**src/sv/sth_pkg.sv**
```systemverilog
// Package for the string tuple hash block: constants, sequencer and multiplier
// state types, and the request and response structs of the shared multiplier.
// No dependencies.
package sth_pkg;

	localparam int unsigned WORD_W       = 64;
	localparam int unsigned HALF_W       = 32;
	localparam int unsigned REM_W        = 5;
	localparam int unsigned LENGTH_WIDTH = 16;
	localparam int unsigned SEED_SHIFT   = 7;

	localparam logic [REM_W-1:0]        MAX_STRINGS = REM_W'(16);
	localparam logic [LENGTH_WIDTH-1:0] COUNT_MAX   = '1;

	localparam logic [WORD_W-1:0] STR_MULT   = 64'd1000003;
	localparam logic [WORD_W-1:0] TUPLE_SEED = 64'h0000_0000_0034_5678;
	localparam logic [WORD_W-1:0] MULT_SEED  = 64'd1000003;
	localparam logic [WORD_W-1:0] MULT_STEP  = 64'd82520;
	localparam logic [WORD_W-1:0] TUPLE_ADD  = 64'd97531;
	localparam logic [WORD_W-1:0] MINUS_ONE  = 64'hFFFF_FFFF_FFFF_FFFF;
	localparam logic [WORD_W-1:0] MINUS_TWO  = 64'hFFFF_FFFF_FFFF_FFFE;

	typedef enum logic [1:0] {
		ST_IDLE,
		ST_STR_MUL,
		ST_FOLD_MUL,
		ST_EMIT
	} sth_state_t;

	typedef enum logic [2:0] {
		MP_IDLE,
		MP_LL,
		MP_HL,
		MP_LH,
		MP_SUM
	} sth_mul_ph_t;

	typedef struct packed {
		logic              start;
		logic [WORD_W-1:0] a;
		logic [WORD_W-1:0] b;
	} sth_mul_req_t;

	typedef struct packed {
		logic              done;
		logic [WORD_W-1:0] product;
	} sth_mul_rsp_t;

endpackage

```
**src/sv/sth_if.sv**
```systemverilog
// Channel interfaces of the string tuple hash block: the byte input channel
// and the hash result channel, each with valid, ready and payload.
// No dependencies.
interface sth_in_if;
	logic       valid;
	logic       ready;
	logic [7:0] data_byte;
	logic       empty_string;
	logic       string_end;
	logic       list_end;
	logic [4:0] string_count;

	modport source (
		output valid, data_byte, empty_string, string_end, list_end, string_count,
		input  ready
	);
	modport sink (
		input  valid, data_byte, empty_string, string_end, list_end, string_count,
		output ready
	);
endinterface

interface sth_out_if;
	logic               valid;
	logic               ready;
	logic signed [63:0] tuple_hash;
	logic        [31:0] digest;

	modport source (
		output valid, tuple_hash, digest,
		input  ready
	);
	modport sink (
		input  valid, tuple_hash, digest,
		output ready
	);
endinterface

```
**src/sv/sth_mul.sv**
```systemverilog
// Shared 64 by 64 bit multiplier that keeps the low 64 bits of the product.
// It runs one 32 by 32 bit multiplier over three partial products.
// Depends on sth_pkg.
module sth_mul (
	input  logic                  clk,
	input  logic                  arst_n,
	input  sth_pkg::sth_mul_req_t req,
	output sth_pkg::sth_mul_rsp_t rsp
);
	import sth_pkg::*;

	sth_mul_ph_t         ph_q;
	sth_mul_ph_t         ph_d;
	logic                done_q;
	logic [WORD_W-1:0]   a_q;
	logic [WORD_W-1:0]   b_q;
	logic [WORD_W-1:0]   prod_q;
	logic [WORD_W-1:0]   res_q;
	logic [HALF_W-1:0]   op_a;
	logic [HALF_W-1:0]   op_b;
	logic [WORD_W-1:0]   prod_d;

	always_comb begin
		op_a = a_q[HALF_W-1:0];
		op_b = b_q[HALF_W-1:0];
		case (ph_q)
			MP_HL: op_a = a_q[WORD_W-1:HALF_W];
			MP_LH: op_b = b_q[WORD_W-1:HALF_W];
			default: ;
		endcase
	end

	assign prod_d = WORD_W'(op_a) * WORD_W'(op_b);

	always_comb begin
		ph_d = ph_q;
		case (ph_q)
			MP_IDLE: if (req.start) ph_d = MP_LL;
			MP_LL:   ph_d = MP_HL;
			MP_HL:   ph_d = MP_LH;
			MP_LH:   ph_d = MP_SUM;
			MP_SUM:  ph_d = MP_IDLE;
			default: ph_d = MP_IDLE;
		endcase
	end

	always_ff @(posedge clk or negedge arst_n) begin
		if (!arst_n) begin
			ph_q   <= MP_IDLE;
			done_q <= 1'b0;
		end else begin
			ph_q   <= ph_d;
			done_q <= (ph_q == MP_SUM);
		end
	end

	always_ff @(posedge clk) begin
		if (ph_q == MP_IDLE && req.start) begin
			a_q <= req.a;
			b_q <= req.b;
		end
		prod_q <= prod_d;
		case (ph_q)
			MP_HL: res_q <= prod_q;
			MP_LH, MP_SUM: res_q[WORD_W-1:HALF_W] <= res_q[WORD_W-1:HALF_W] +
				prod_q[HALF_W-1:0];
			default: ;
		endcase
	end

	assign rsp.done    = done_q;
	assign rsp.product = res_q;

`ifndef ASSERT_OFF
	a_start_idle: assert property (@(posedge clk) disable iff (!arst_n)
		req.start |-> (ph_q == MP_IDLE))
		else $error("multiplier start outside idle");
	a_done_after_sum: assert property (@(posedge clk) disable iff (!arst_n)
		done_q |-> $past(ph_q) == MP_SUM)
		else $error("multiplier done without final pass");
	a_pass_order: assert property (@(posedge clk) disable iff (!arst_n)
		(ph_q == MP_LL) |=> (ph_q == MP_HL))
		else $error("multiplier passes out of order");
	a_no_restart: assert property (@(posedge clk) disable iff (!arst_n)
		(ph_q == MP_HL) |=> (ph_q == MP_LH) ##1 (ph_q == MP_SUM) ##1 done_q)
		else $error("multiplier sequence broken");
`endif

endmodule

```
**src/sv/string_tuple_hash.sv**
```systemverilog
// Top level of the string tuple hash block: sequencer, hash state and result
// register around the shared multiplier. Depends on sth_pkg, sth_if, sth_mul.
//
//   channel    role  payload
//   str_chan   sink  data_byte, empty_string, string_end, list_end, string_count
//   hash_chan  src   tuple_hash, digest
//
// A byte runs one string multiply; a byte that ends a string also runs the fold
// multiply, and one that ends the list then emits; an empty string item skips the
// string multiply. Each product is built from three partial products and a sum.
// arst_n clears all hash state to its start values. A pending result waits in
// the output register; a list end stalls only while that register is full.
module string_tuple_hash (
	input  logic clk,
	input  logic arst_n,
	sth_in_if.sink    str_chan,
	sth_out_if.source hash_chan
);
	import sth_pkg::*;

	sth_state_t              state_q;
	sth_state_t              state_d;
	sth_mul_req_t            mul_req;
	sth_mul_rsp_t            mul_rsp;

	logic [WORD_W-1:0]       string_acc_q;
	logic [LENGTH_WIDTH-1:0] count_q;
	logic                    at_string_start_q;
	logic [WORD_W-1:0]       tuple_acc_q;
	logic [WORD_W-1:0]       multiplier_q;
	logic [REM_W-1:0]        remaining_q;
	logic                    at_list_start_q;
	logic [7:0]              byte_q;
	logic                    send_q;
	logic                    lend_q;
	logic                    out_valid_q;
	logic [WORD_W-1:0]       out_hash_q;
	logic [HALF_W-1:0]       out_digest_q;

	logic                    accept;
	logic                    out_free;
	logic [WORD_W-1:0]       tacc_eff;
	logic [WORD_W-1:0]       mult_eff;
	logic [REM_W-1:0]        rem_clamp;
	logic [REM_W-1:0]        rem_eff;
	logic [REM_W-1:0]        rem_eff_dec;
	logic [REM_W-1:0]        rem_dec;
	logic [WORD_W-1:0]       str_seed;
	logic [LENGTH_WIDTH-1:0] count_base;
	logic [WORD_W-1:0]       sacc_new;
	logic [WORD_W-1:0]       str_hash;
	logic [WORD_W-1:0]       str_hash_fix;
	logic [WORD_W-1:0]       fin_sum;
	logic [WORD_W-1:0]       fin_hash;
	logic [HALF_W-1:0]       fin_digest;

	assign accept   = str_chan.valid && str_chan.ready;
	assign out_free = !out_valid_q || hash_chan.ready;

	assign tacc_eff    = at_list_start_q ? TUPLE_SEED : tuple_acc_q;
	assign mult_eff    = at_list_start_q ? MULT_SEED : multiplier_q;
	assign rem_clamp   = (str_chan.string_count > MAX_STRINGS) ? MAX_STRINGS :
		str_chan.string_count;
	assign rem_eff     = at_list_start_q ? rem_clamp : remaining_q;
	assign rem_eff_dec = (rem_eff != '0) ? rem_eff - REM_W'(1) : '0;
	assign rem_dec     = (remaining_q != '0) ? remaining_q - REM_W'(1) : '0;

	assign str_seed   = at_string_start_q ? (WORD_W'(str_chan.data_byte) << SEED_SHIFT) :
		string_acc_q;
	assign count_base = at_string_start_q ? '0 : count_q;

	assign sacc_new     = mul_rsp.product ^ WORD_W'(byte_q);
	assign str_hash     = sacc_new ^ WORD_W'(count_q);
	assign str_hash_fix = (str_hash == MINUS_ONE) ? MINUS_TWO : str_hash;

	assign fin_sum    = tuple_acc_q + TUPLE_ADD;
	assign fin_hash   = (fin_sum == MINUS_ONE) ? MINUS_TWO : fin_sum;
	assign fin_digest = fin_hash[WORD_W-1] ? (~fin_hash[HALF_W-1:0] + HALF_W'(1)) :
		fin_hash[HALF_W-1:0];

	sth_mul u_mul (
		.clk    (clk),
		.arst_n (arst_n),
		.req    (mul_req),
		.rsp    (mul_rsp)
	);

	always_comb begin
		state_d        = state_q;
		str_chan.ready = 1'b0;
		mul_req.start  = 1'b0;
		mul_req.a      = str_seed;
		mul_req.b      = STR_MULT;
		case (state_q)
			ST_IDLE: begin
				str_chan.ready = 1'b1;
				if (str_chan.valid) begin
					mul_req.start = 1'b1;
					if (str_chan.empty_string) begin
						mul_req.a = tacc_eff;
						mul_req.b = mult_eff;
						state_d   = ST_FOLD_MUL;
					end else begin
						state_d = ST_STR_MUL;
					end
				end
			end
			ST_STR_MUL: begin
				mul_req.a = tuple_acc_q ^ str_hash_fix;
				mul_req.b = multiplier_q;
				if (mul_rsp.done) begin
					if (send_q) begin
						mul_req.start = 1'b1;
						state_d       = ST_FOLD_MUL;
					end else begin
						state_d = ST_IDLE;
					end
				end
			end
			ST_FOLD_MUL: begin
				if (mul_rsp.done) state_d = lend_q ? ST_EMIT : ST_IDLE;
			end
			ST_EMIT: begin
				if (out_free) state_d = ST_IDLE;
			end
			default: state_d = ST_IDLE;
		endcase
	end

	always_ff @(posedge clk or negedge arst_n) begin
		if (!arst_n) begin
			state_q           <= ST_IDLE;
			out_valid_q       <= 1'b0;
			string_acc_q      <= '0;
			count_q           <= '0;
			at_string_start_q <= 1'b1;
			tuple_acc_q       <= TUPLE_SEED;
			multiplier_q      <= MULT_SEED;
			remaining_q       <= '0;
			at_list_start_q   <= 1'b1;
		end else begin
			state_q <= state_d;
			if (state_q == ST_EMIT && out_free) out_valid_q <= 1'b1;
			else if (hash_chan.ready) out_valid_q <= 1'b0;
			case (state_q)
				ST_IDLE: begin
					if (accept) begin
						at_list_start_q <= 1'b0;
						tuple_acc_q     <= tacc_eff;
						multiplier_q    <= mult_eff;
						if (str_chan.empty_string) begin
							string_acc_q      <= '0;
							count_q           <= '0;
							at_string_start_q <= 1'b1;
							remaining_q       <= rem_eff_dec;
						end else begin
							remaining_q       <= rem_eff;
							at_string_start_q <= 1'b0;
							count_q           <= (count_base == COUNT_MAX) ? COUNT_MAX :
								count_base + LENGTH_WIDTH'(1);
						end
					end
				end
				ST_STR_MUL: begin
					if (mul_rsp.done) begin
						string_acc_q <= sacc_new;
						if (send_q) begin
							remaining_q       <= rem_dec;
							at_string_start_q <= 1'b1;
						end
					end
				end
				ST_FOLD_MUL: begin
					if (mul_rsp.done) begin
						tuple_acc_q  <= mul_rsp.product;
						multiplier_q <= multiplier_q + MULT_STEP +
							WORD_W'({remaining_q, 1'b0});
					end
				end
				ST_EMIT: begin
					if (out_free) begin
						at_list_start_q   <= 1'b1;
						at_string_start_q <= 1'b1;
						tuple_acc_q       <= TUPLE_SEED;
						multiplier_q      <= MULT_SEED;
						remaining_q       <= '0;
					end
				end
				default: ;
			endcase
		end
	end

	always_ff @(posedge clk) begin
		if (accept) begin
			byte_q <= str_chan.data_byte;
			send_q <= str_chan.string_end || str_chan.list_end;
			lend_q <= str_chan.list_end;
		end
		if (state_q == ST_EMIT && out_free) begin
			out_hash_q   <= fin_hash;
			out_digest_q <= fin_digest;
		end
	end

	assign hash_chan.valid      = out_valid_q;
	assign hash_chan.tuple_hash = out_hash_q;
	assign hash_chan.digest     = out_digest_q;

`ifndef ASSERT_OFF
	a_done_in_wait: assert property (@(posedge clk) disable iff (!arst_n)
		mul_rsp.done |-> (state_q == ST_STR_MUL || state_q == ST_FOLD_MUL))
		else $error("multiplier result with no waiting state");
	a_result_from_emit: assert property (@(posedge clk) disable iff (!arst_n)
		$rose(out_valid_q) |-> $past(state_q) == ST_EMIT)
		else $error("result transaction raised outside emit");
	a_list_end_emits: assert property (@(posedge clk) disable iff (!arst_n)
		(state_q == ST_FOLD_MUL && mul_rsp.done && lend_q) |=> state_q == ST_EMIT)
		else $error("list end did not reach emit");
	a_remaining_bound: assert property (@(posedge clk) disable iff (!arst_n)
		remaining_q <= MAX_STRINGS)
		else $error("remaining string count above bound");
`endif

endmodule

```
**src/flat_wrapper.sv**
```systemverilog
// flat-port wrapper written by rule: the top's interface ports become plain ports
module string_tuple_hash_flat import sth_pkg::*;
  (clk, arst_n, str_chan_valid, str_chan_data_byte, str_chan_empty_string, str_chan_string_end, str_chan_list_end, str_chan_string_count, str_chan_ready, hash_chan_valid, hash_chan_tuple_hash, hash_chan_digest, hash_chan_ready);
  sth_in_if str_chan_i ();
  sth_out_if hash_chan_i ();
  input  logic clk;
  input  logic arst_n;
  input wire logic [$bits(str_chan_i.valid)-1:0] str_chan_valid;
  input wire logic [$bits(str_chan_i.data_byte)-1:0] str_chan_data_byte;
  input wire logic [$bits(str_chan_i.empty_string)-1:0] str_chan_empty_string;
  input wire logic [$bits(str_chan_i.string_end)-1:0] str_chan_string_end;
  input wire logic [$bits(str_chan_i.list_end)-1:0] str_chan_list_end;
  input wire logic [$bits(str_chan_i.string_count)-1:0] str_chan_string_count;
  output wire logic [$bits(str_chan_i.ready)-1:0] str_chan_ready;
  output wire logic [$bits(hash_chan_i.valid)-1:0] hash_chan_valid;
  output wire logic [$bits(hash_chan_i.tuple_hash)-1:0] hash_chan_tuple_hash;
  output wire logic [$bits(hash_chan_i.digest)-1:0] hash_chan_digest;
  input wire logic [$bits(hash_chan_i.ready)-1:0] hash_chan_ready;
  assign str_chan_i.valid = str_chan_valid;
  assign str_chan_i.data_byte = str_chan_data_byte;
  assign str_chan_i.empty_string = str_chan_empty_string;
  assign str_chan_i.string_end = str_chan_string_end;
  assign str_chan_i.list_end = str_chan_list_end;
  assign str_chan_i.string_count = str_chan_string_count;
  assign str_chan_ready = str_chan_i.ready;
  assign hash_chan_valid = hash_chan_i.valid;
  assign hash_chan_tuple_hash = hash_chan_i.tuple_hash;
  assign hash_chan_digest = hash_chan_i.digest;
  assign hash_chan_i.ready = hash_chan_ready;
  string_tuple_hash u_core (.clk(clk), .arst_n(arst_n), .str_chan(str_chan_i), .hash_chan(hash_chan_i));
endmodule
```
**config.mk**
```make
export PLATFORM = sky130hd
export DESIGN_NAME = string_tuple_hash_flat
export DESIGN_NICKNAME = d
export VERILOG_FILES = /design/src/sv/sth_pkg.sv /design/src/sv/sth_if.sv /design/src/sv/sth_mul.sv /design/src/sv/string_tuple_hash.sv /design/src/flat_wrapper.sv
export SDC_FILE = /design/constraint.sdc
export NUM_CORES = 2
export LEC_CHECK = 0
export ABC_CLOCK_PERIOD_IN_PS = 28500
export BUFFER_PORTS_ARGS = -buffer_cell sky130_fd_sc_hd__buf_2
export CORE_UTILIZATION = 30
export DETAILED_ROUTE_END_ITERATION = 12
export GPL_TIMING_DRIVEN = 1
export HOLD_SLACK_MARGIN = 0.1
export SLEW_MARGIN = 20
export SYNTH_ARGS = -nofsm -noshare
export SYNTH_HDL_FRONTEND = slang
export SYNTH_SLANG_ARGS = --single-unit
```
**constraint.sdc**
```tcl
create_clock -name clk -period 28.5 [get_ports clk]
set_input_delay 1.425 -clock clk [delete_from_list [all_inputs] [get_ports clk]]
set_output_delay 1.425 -clock clk [all_outputs]
set_load 0.02 [all_outputs]
```
# Word level (Yosys, flattened, before mapping)
# Cells that the tools add are included.
# op_classes
mul	1
bitwise	4
reduce_logical	23
order_cmp	1
shift	0
n_eq_ne	18
add_sub_neg	8
n_div	0
n_mux	60
# ops
operator	n
2-to-1 mux 64 bit	14
case mux 64 bit (3 select lines)	2
case mux 129 bit (2 select lines)	1
2-to-1 mux 129 bit	1
adder 64 x 17 -> 64 bit, second input constant	2
== test 64 bit, second input constant	2
2-to-1 mux 128 bit	1
case mux 64 bit (2 select lines)	1
2-to-1 mux 32 bit	3
adder 64 x 6 -> 64 bit	1
multiplier 32 x 32 -> 64 bit	1
case mux 32 bit (2 select lines)	1
XOR 64 x 16 -> 64 bit	1
XOR 64 bit	1
XOR 64 x 8 -> 64 bit	1
2-to-1 mux 16 bit	3
2-to-1 mux 5 bit	9
adder 32 x 1 -> 32 bit, second input constant	1
adder 32 bit	1
NOT 32 bit	1
adder 16 x 1 -> 16 bit, second input constant	1
== test 16 bit, second input constant	1
case mux 5 bit (3 select lines)	1
2-to-1 mux 2 bit	7
other kinds (28)	57
# totals
out_inout_bits	98
n_memories	0
latch_bits	0
in_bits	20
regBits	584
mem_bits_rw	0
mem_bits_ro	0
word_cells	137

# Longest topological paths before layout
# depth
depth_word	8
depth_mapped	36

# Modules after synthesis
# A second synthesis with hierarchy kept.
# unflattened
cells_unflattened	6597
hier_area_um2	61841.8
# by_module_without_submodules
module	n_inst	area_each_um2	cells_per_inst	seq_area_each_um2
sth_mul	1	42258.0	4419	7146.9
string_tuple_hash	1	19583.8	2178	8635.8

# Least setup slack after synthesis
# No wires, ideal clock.
# synth_timing
path_kind	input-to-reg
start	input str_chan_valid
end	register u_core.u_mul.ph_q[0]
required_ns	28.358
slack_ns	13.462
stages	5
t_arrival_ns	14.896
setup_ns	0.142
cell_sequence	nand2_1 inv_1 a31oi_1 nor4_1 or2_2
# synth_via
elab_chain_len	3
# synth_rtl
element	line	rtl
start: declaration	flat_wrapper.sv:8	input wire logic [$bits(str_chan_i.valid)-1:0] str_chan_valid;
2-to-1 mux 129 bit	string_tuple_hash.sv:97	if (str_chan.valid) begin
case mux 129 bit (2 select lines)	string_tuple_hash.sv:94	case (state_q)
!= test 2 bit (no line)	n/a	
end signal: assignment	sth_mul.sv:52	ph_q <= ph_d;
end: declaration	sth_mul.sv:12	sth_mul_ph_t ph_q;
# Every way passes these cells.
# A chain may end at the register's enable or synchronous reset.

# Final worst setup path
# layout_timing
start	register u_core.u_mul.ph_q[0]
end	register u_core.u_mul.prod_q[59]
# layout_via
elab_chain_len	3
word_cells_on_any_way	5
# layout_rtl
element	line	rtl
== test 3 x 2 -> 1 bit	sth_mul.sv:26	case (ph_q)
2-to-1 mux 32 bit	sth_mul.sv:26	
multiplier 32 x 32 -> 64 bit *	sth_mul.sv:33	assign prod_d = WORD_W'(op_a) * WORD_W'(op_b);
via u_core.u_mul.prod_d[59]	sth_mul.sv:21	logic [WORD_W-1:0] prod_d;
end signal: assignment	sth_mul.sv:62	prod_q <= prod_d;
end: declaration	sth_mul.sv:17	logic [WORD_W-1:0] prod_q;
# Mark *: on every way through the listed nets, which the timed path passes. The rest lies on a longest branch.

==> out/qor.txt <==
status -> finished clean
Clock Skew -> 0.0551 ns
most used cell, CP -> fa_1
asr flop ratio synth -> 38.1%
Tmin final -> 10.37 ns
slowest CP cell -> buf_4
Via density -> 5.20
Num CTS Buffers -> 59
Post-CTS Hold Fix Bufs -> 0
DRT iter0 DRCs -> 4599
final hold vios -> 0
flops & latches, synth -> 583
CP max stage delay -> 0.63 ns
syn nets -> 7617
EDFF count, synth -> 297
Core Box Area -> 200000 um2
area grow syn2layout -> 9.60%
CTS Root Cell -> clkbuf_16
DRC violations left -> 0
Longest Clk Path Bufs -> 3
r2r worst-path depth -> 31
HPWL after DPL -> 156000 um
initial antenna violation count -> 11
min-delay src -> u_core.u_mul.prod_q[9]$_DFF_P_
share of cells above drive strength 1 -> 7.52%
Slew Limit Fails -> 0
post-synth top area share -> 29.6%
Worst EP arrival -> 10.92 ns
Yosys top cell by area -> fa_1
Synth top cells by count -> inv_1, fa_1, nand2_1, nor2_1, ha_1
maximum VDD drop -> 0.0585 mV
post-CTS sizing -> 0
Synth cell types -> 96
Post-Syn Area -> 60700 um2
leakage -> 0.0306 uW
Initial Util -> 30.3%
die height -> 452 um
Gate Count Post-Synth -> 6379
register-to-register setup slack -> 18.13 ns
count leader, synth -> inv_1
Routed Antenna Nets -> 0
endpoint class of the critical path -> flop
Port-buffer cells -> 117
Mapped Avg Cell Area -> 9.51 um2
gr ovfl total -> 0
ys flop type -> edfxtp_1
Skew-Pair Late Insertion Delay -> 0.67 ns
Setup TNS -> 0 ns
post-synthesis sequential area ratio -> 26.0%
Max Freq -> 0.0964 GHz
Worst Hold Path EP -> u_core.u_mul.res_q[9]$_DFFE_PP_
CTS Sinks -> 583
global-route wire length before repair -> 307000 um
Pre-antenna DRT Iters -> 8
final setup vio count -> 0
synthesis warning total -> 0
Post-Layout Inst Area -> 66500 um2
largest net degree at the start of global routing -> 162
nets -> 7569
Synth area leaders -> fa_1, edfxtp_1, dfrtp_1
Placed Area -> 64500 um2
setup bufs post-CTS -> 0
final cycle utilization of the critical path -> 36.4%
Slew headroom -> 23.6%
vias in the first global route -> 47900
Req. time, crit path -> 29.05 ns
FILL cells -> 20400
row count -> 164
Via Count -> 47000
clock slew at reported path FFs -> 0.06 ns
total routed wirelength -> 205000 um
RR Endpoint -> u_core.u_mul.prod_q[59]$_DFF_P_
Max H-tree Level -> 2
CTS tree -> yes
wire per inst -> 22.6 um
RSZ-0062 raised after global routing -> no
crit start category -> flop
max-cap check violation count -> 0
Hold Crit Depth -> 0
Die W -> 452 um
critical path type -> reg -> reg
power consumption -> 1720 uW
Tightest Pin Transition -> 1.15 ns
Critical Path Fanout Max -> 41
worst hold-check path type -> reg -> reg
Global Route Usage Sum -> 19.9%
die area -> 204000 um2
I/O pins -> 118
GP Congestion -> 0.992
reg2reg start -> u_core.u_mul.ph_q[0]$_DFFE_PN0P_
PD cells -> 25.8 nW/um2
==> cell type report <==
type	instances	area (um2)	share of cell area, %
Timing Repair Buffer	228	1470	2.22
Inverter	949	3560	5.36
Clock buffer	78	1580	2.37
Clock inverter	34	443	0.666
Tap cell	2656	3320	5.00
Multi-Input combinational cell	4510	40300	60.7
Antenna cell	2	5.00	0.00752
Sequential cell	583	15800	23.7
==> power breakdown <==
| group | switching (uW) | internal [uW] |
|---|---|---|
| logic | 10.2 | 2.38 |
| registers | 0.749 | 878 |
| clock network | 354 | 474 |
==> logic make-up (layout without fill, tap and decap cells) <==
family	count (synthesis)	in the layout	synth area share, %
xor+xnor	270	270	3.95
fa+ha+maj	1218	1218	36.2
compound gates	862	862	9.09
mux	114	114	1.95
simple gates	2046	2046	14.7
buf+inv	1286	1289	8.08
flops	583	583	26.0
other cells	0	2	0
==> critical path, delay by kind of cell, from the launching register on <==
| kind | cells | cell delay [ns] |
|---|---|---|
| simple gates | 5 | 1.01 |
| fa+ha+maj | 9 | 4.45 |
| compound gates | 7 | 1.92 |
| flops | 1 | 0.44 |
| buf+inv | 8 | 1.87 |
| mux | 1 | 0.33 |
| xor+xnor | 1 | 0.14 |
==> metal layers <==
layer / track usage [%] / vias up / wire length (um)
met5: 0 / - / 110
met2: 31.8 / 1937 / 93600
met4: 6.40 / 14 / 7330
met1: 27.2 / 24300 / 86100
met3: 3.39 / 350 / 17400
li1: - / 20400 / -
==> worst max path at each step <==
stage | start | end | slack (ns)
finish | u_core.u_mul.ph_q[0]$_DFFE_PN0P_ | u_core.u_mul.prod_q[59]$_DFF_P_ | 18.13
global route | u_core.u_mul.ph_q[0]$_DFFE_PN0P_ | u_core.u_mul.prod_q[59]$_DFF_P_ | 17.75
CTS | u_core.u_mul.ph_q[0]$_DFFE_PN0P_ | u_core.u_mul.prod_q[59]$_DFF_P_ | 18.29
detailed placement | u_core.u_mul.ph_q[0]$_DFFE_PN0P_ | u_core.u_mul.prod_q[59]$_DFF_P_ | 18.38
global placement | u_core.u_mul.ph_q[0]$_DFFE_PN0P_ | u_core.u_mul.prod_q[62]$_DFF_P_ | 18.37
floorplan | str_chan_valid | u_core.u_mul.ph_q[0]$_DFFE_PN0P_ | 13.46
==> stage by stage <==
| step | hold WS [ns] | instances | util [%] | setup slack [ns] |
|---|---|---|---|---|
| 2_1_floorplan | 0.415 | 6379 | - | 13.46 |
| 3_3_place_gp | 0.437 | 8925 | 32.2 | 18.37 |
| 3_5_place_dp | 0.431 | 8925 | 32.2 | 18.38 |
| 4_1_cts | 0.461 | 9037 | 33.2 | 18.29 |
| 5_1_grt | 0.476 | 9038 | 33.2 | 17.75 |
| 6_report | 0.456 | 9040 | 33.2 | 18.13 |
==> flip-flops by register name, summed over array words and instances, names as in the netlist, 63 cells and up <==
signal,count
u_core.multiplier_q,64
u_core.u_mul.res_q,64
u_core.string_acc_q,64
u_core.u_mul.prod_q,64
u_core.u_mul.a_q,64
u_core.u_mul.b_q,64
u_core.tuple_acc_q,64
u_core.hash_chan.tuple_hash,63
==> layout by cell type (no fill, tap or decap), drive strengths merged, types with 15 or more instances in the layout <==
cell type / instances
a21o: 46
a21oi: 150
a22o: 49
a31oi: 77
and2: 19
and3: 42
buf: 228
clkbuf: 78
clkinv: 21
dfrtp: 200
dfstp: 22
dfxtp: 64
edfxtp: 297
fa: 898
ha: 320
inv: 951
mux2: 36
mux2i: 78
nand2: 852
nand2b: 23
nand3: 60
nand4: 73
nor2: 734
nor2b: 74
nor3: 39
nor3b: 56
nor4: 21
o21ai: 288
o21bai: 21
o22a: 15
o22ai: 50
o31ai: 25
xnor2: 182
xor2: 88
No activity file was read; power rests on OpenSTA's default activity.
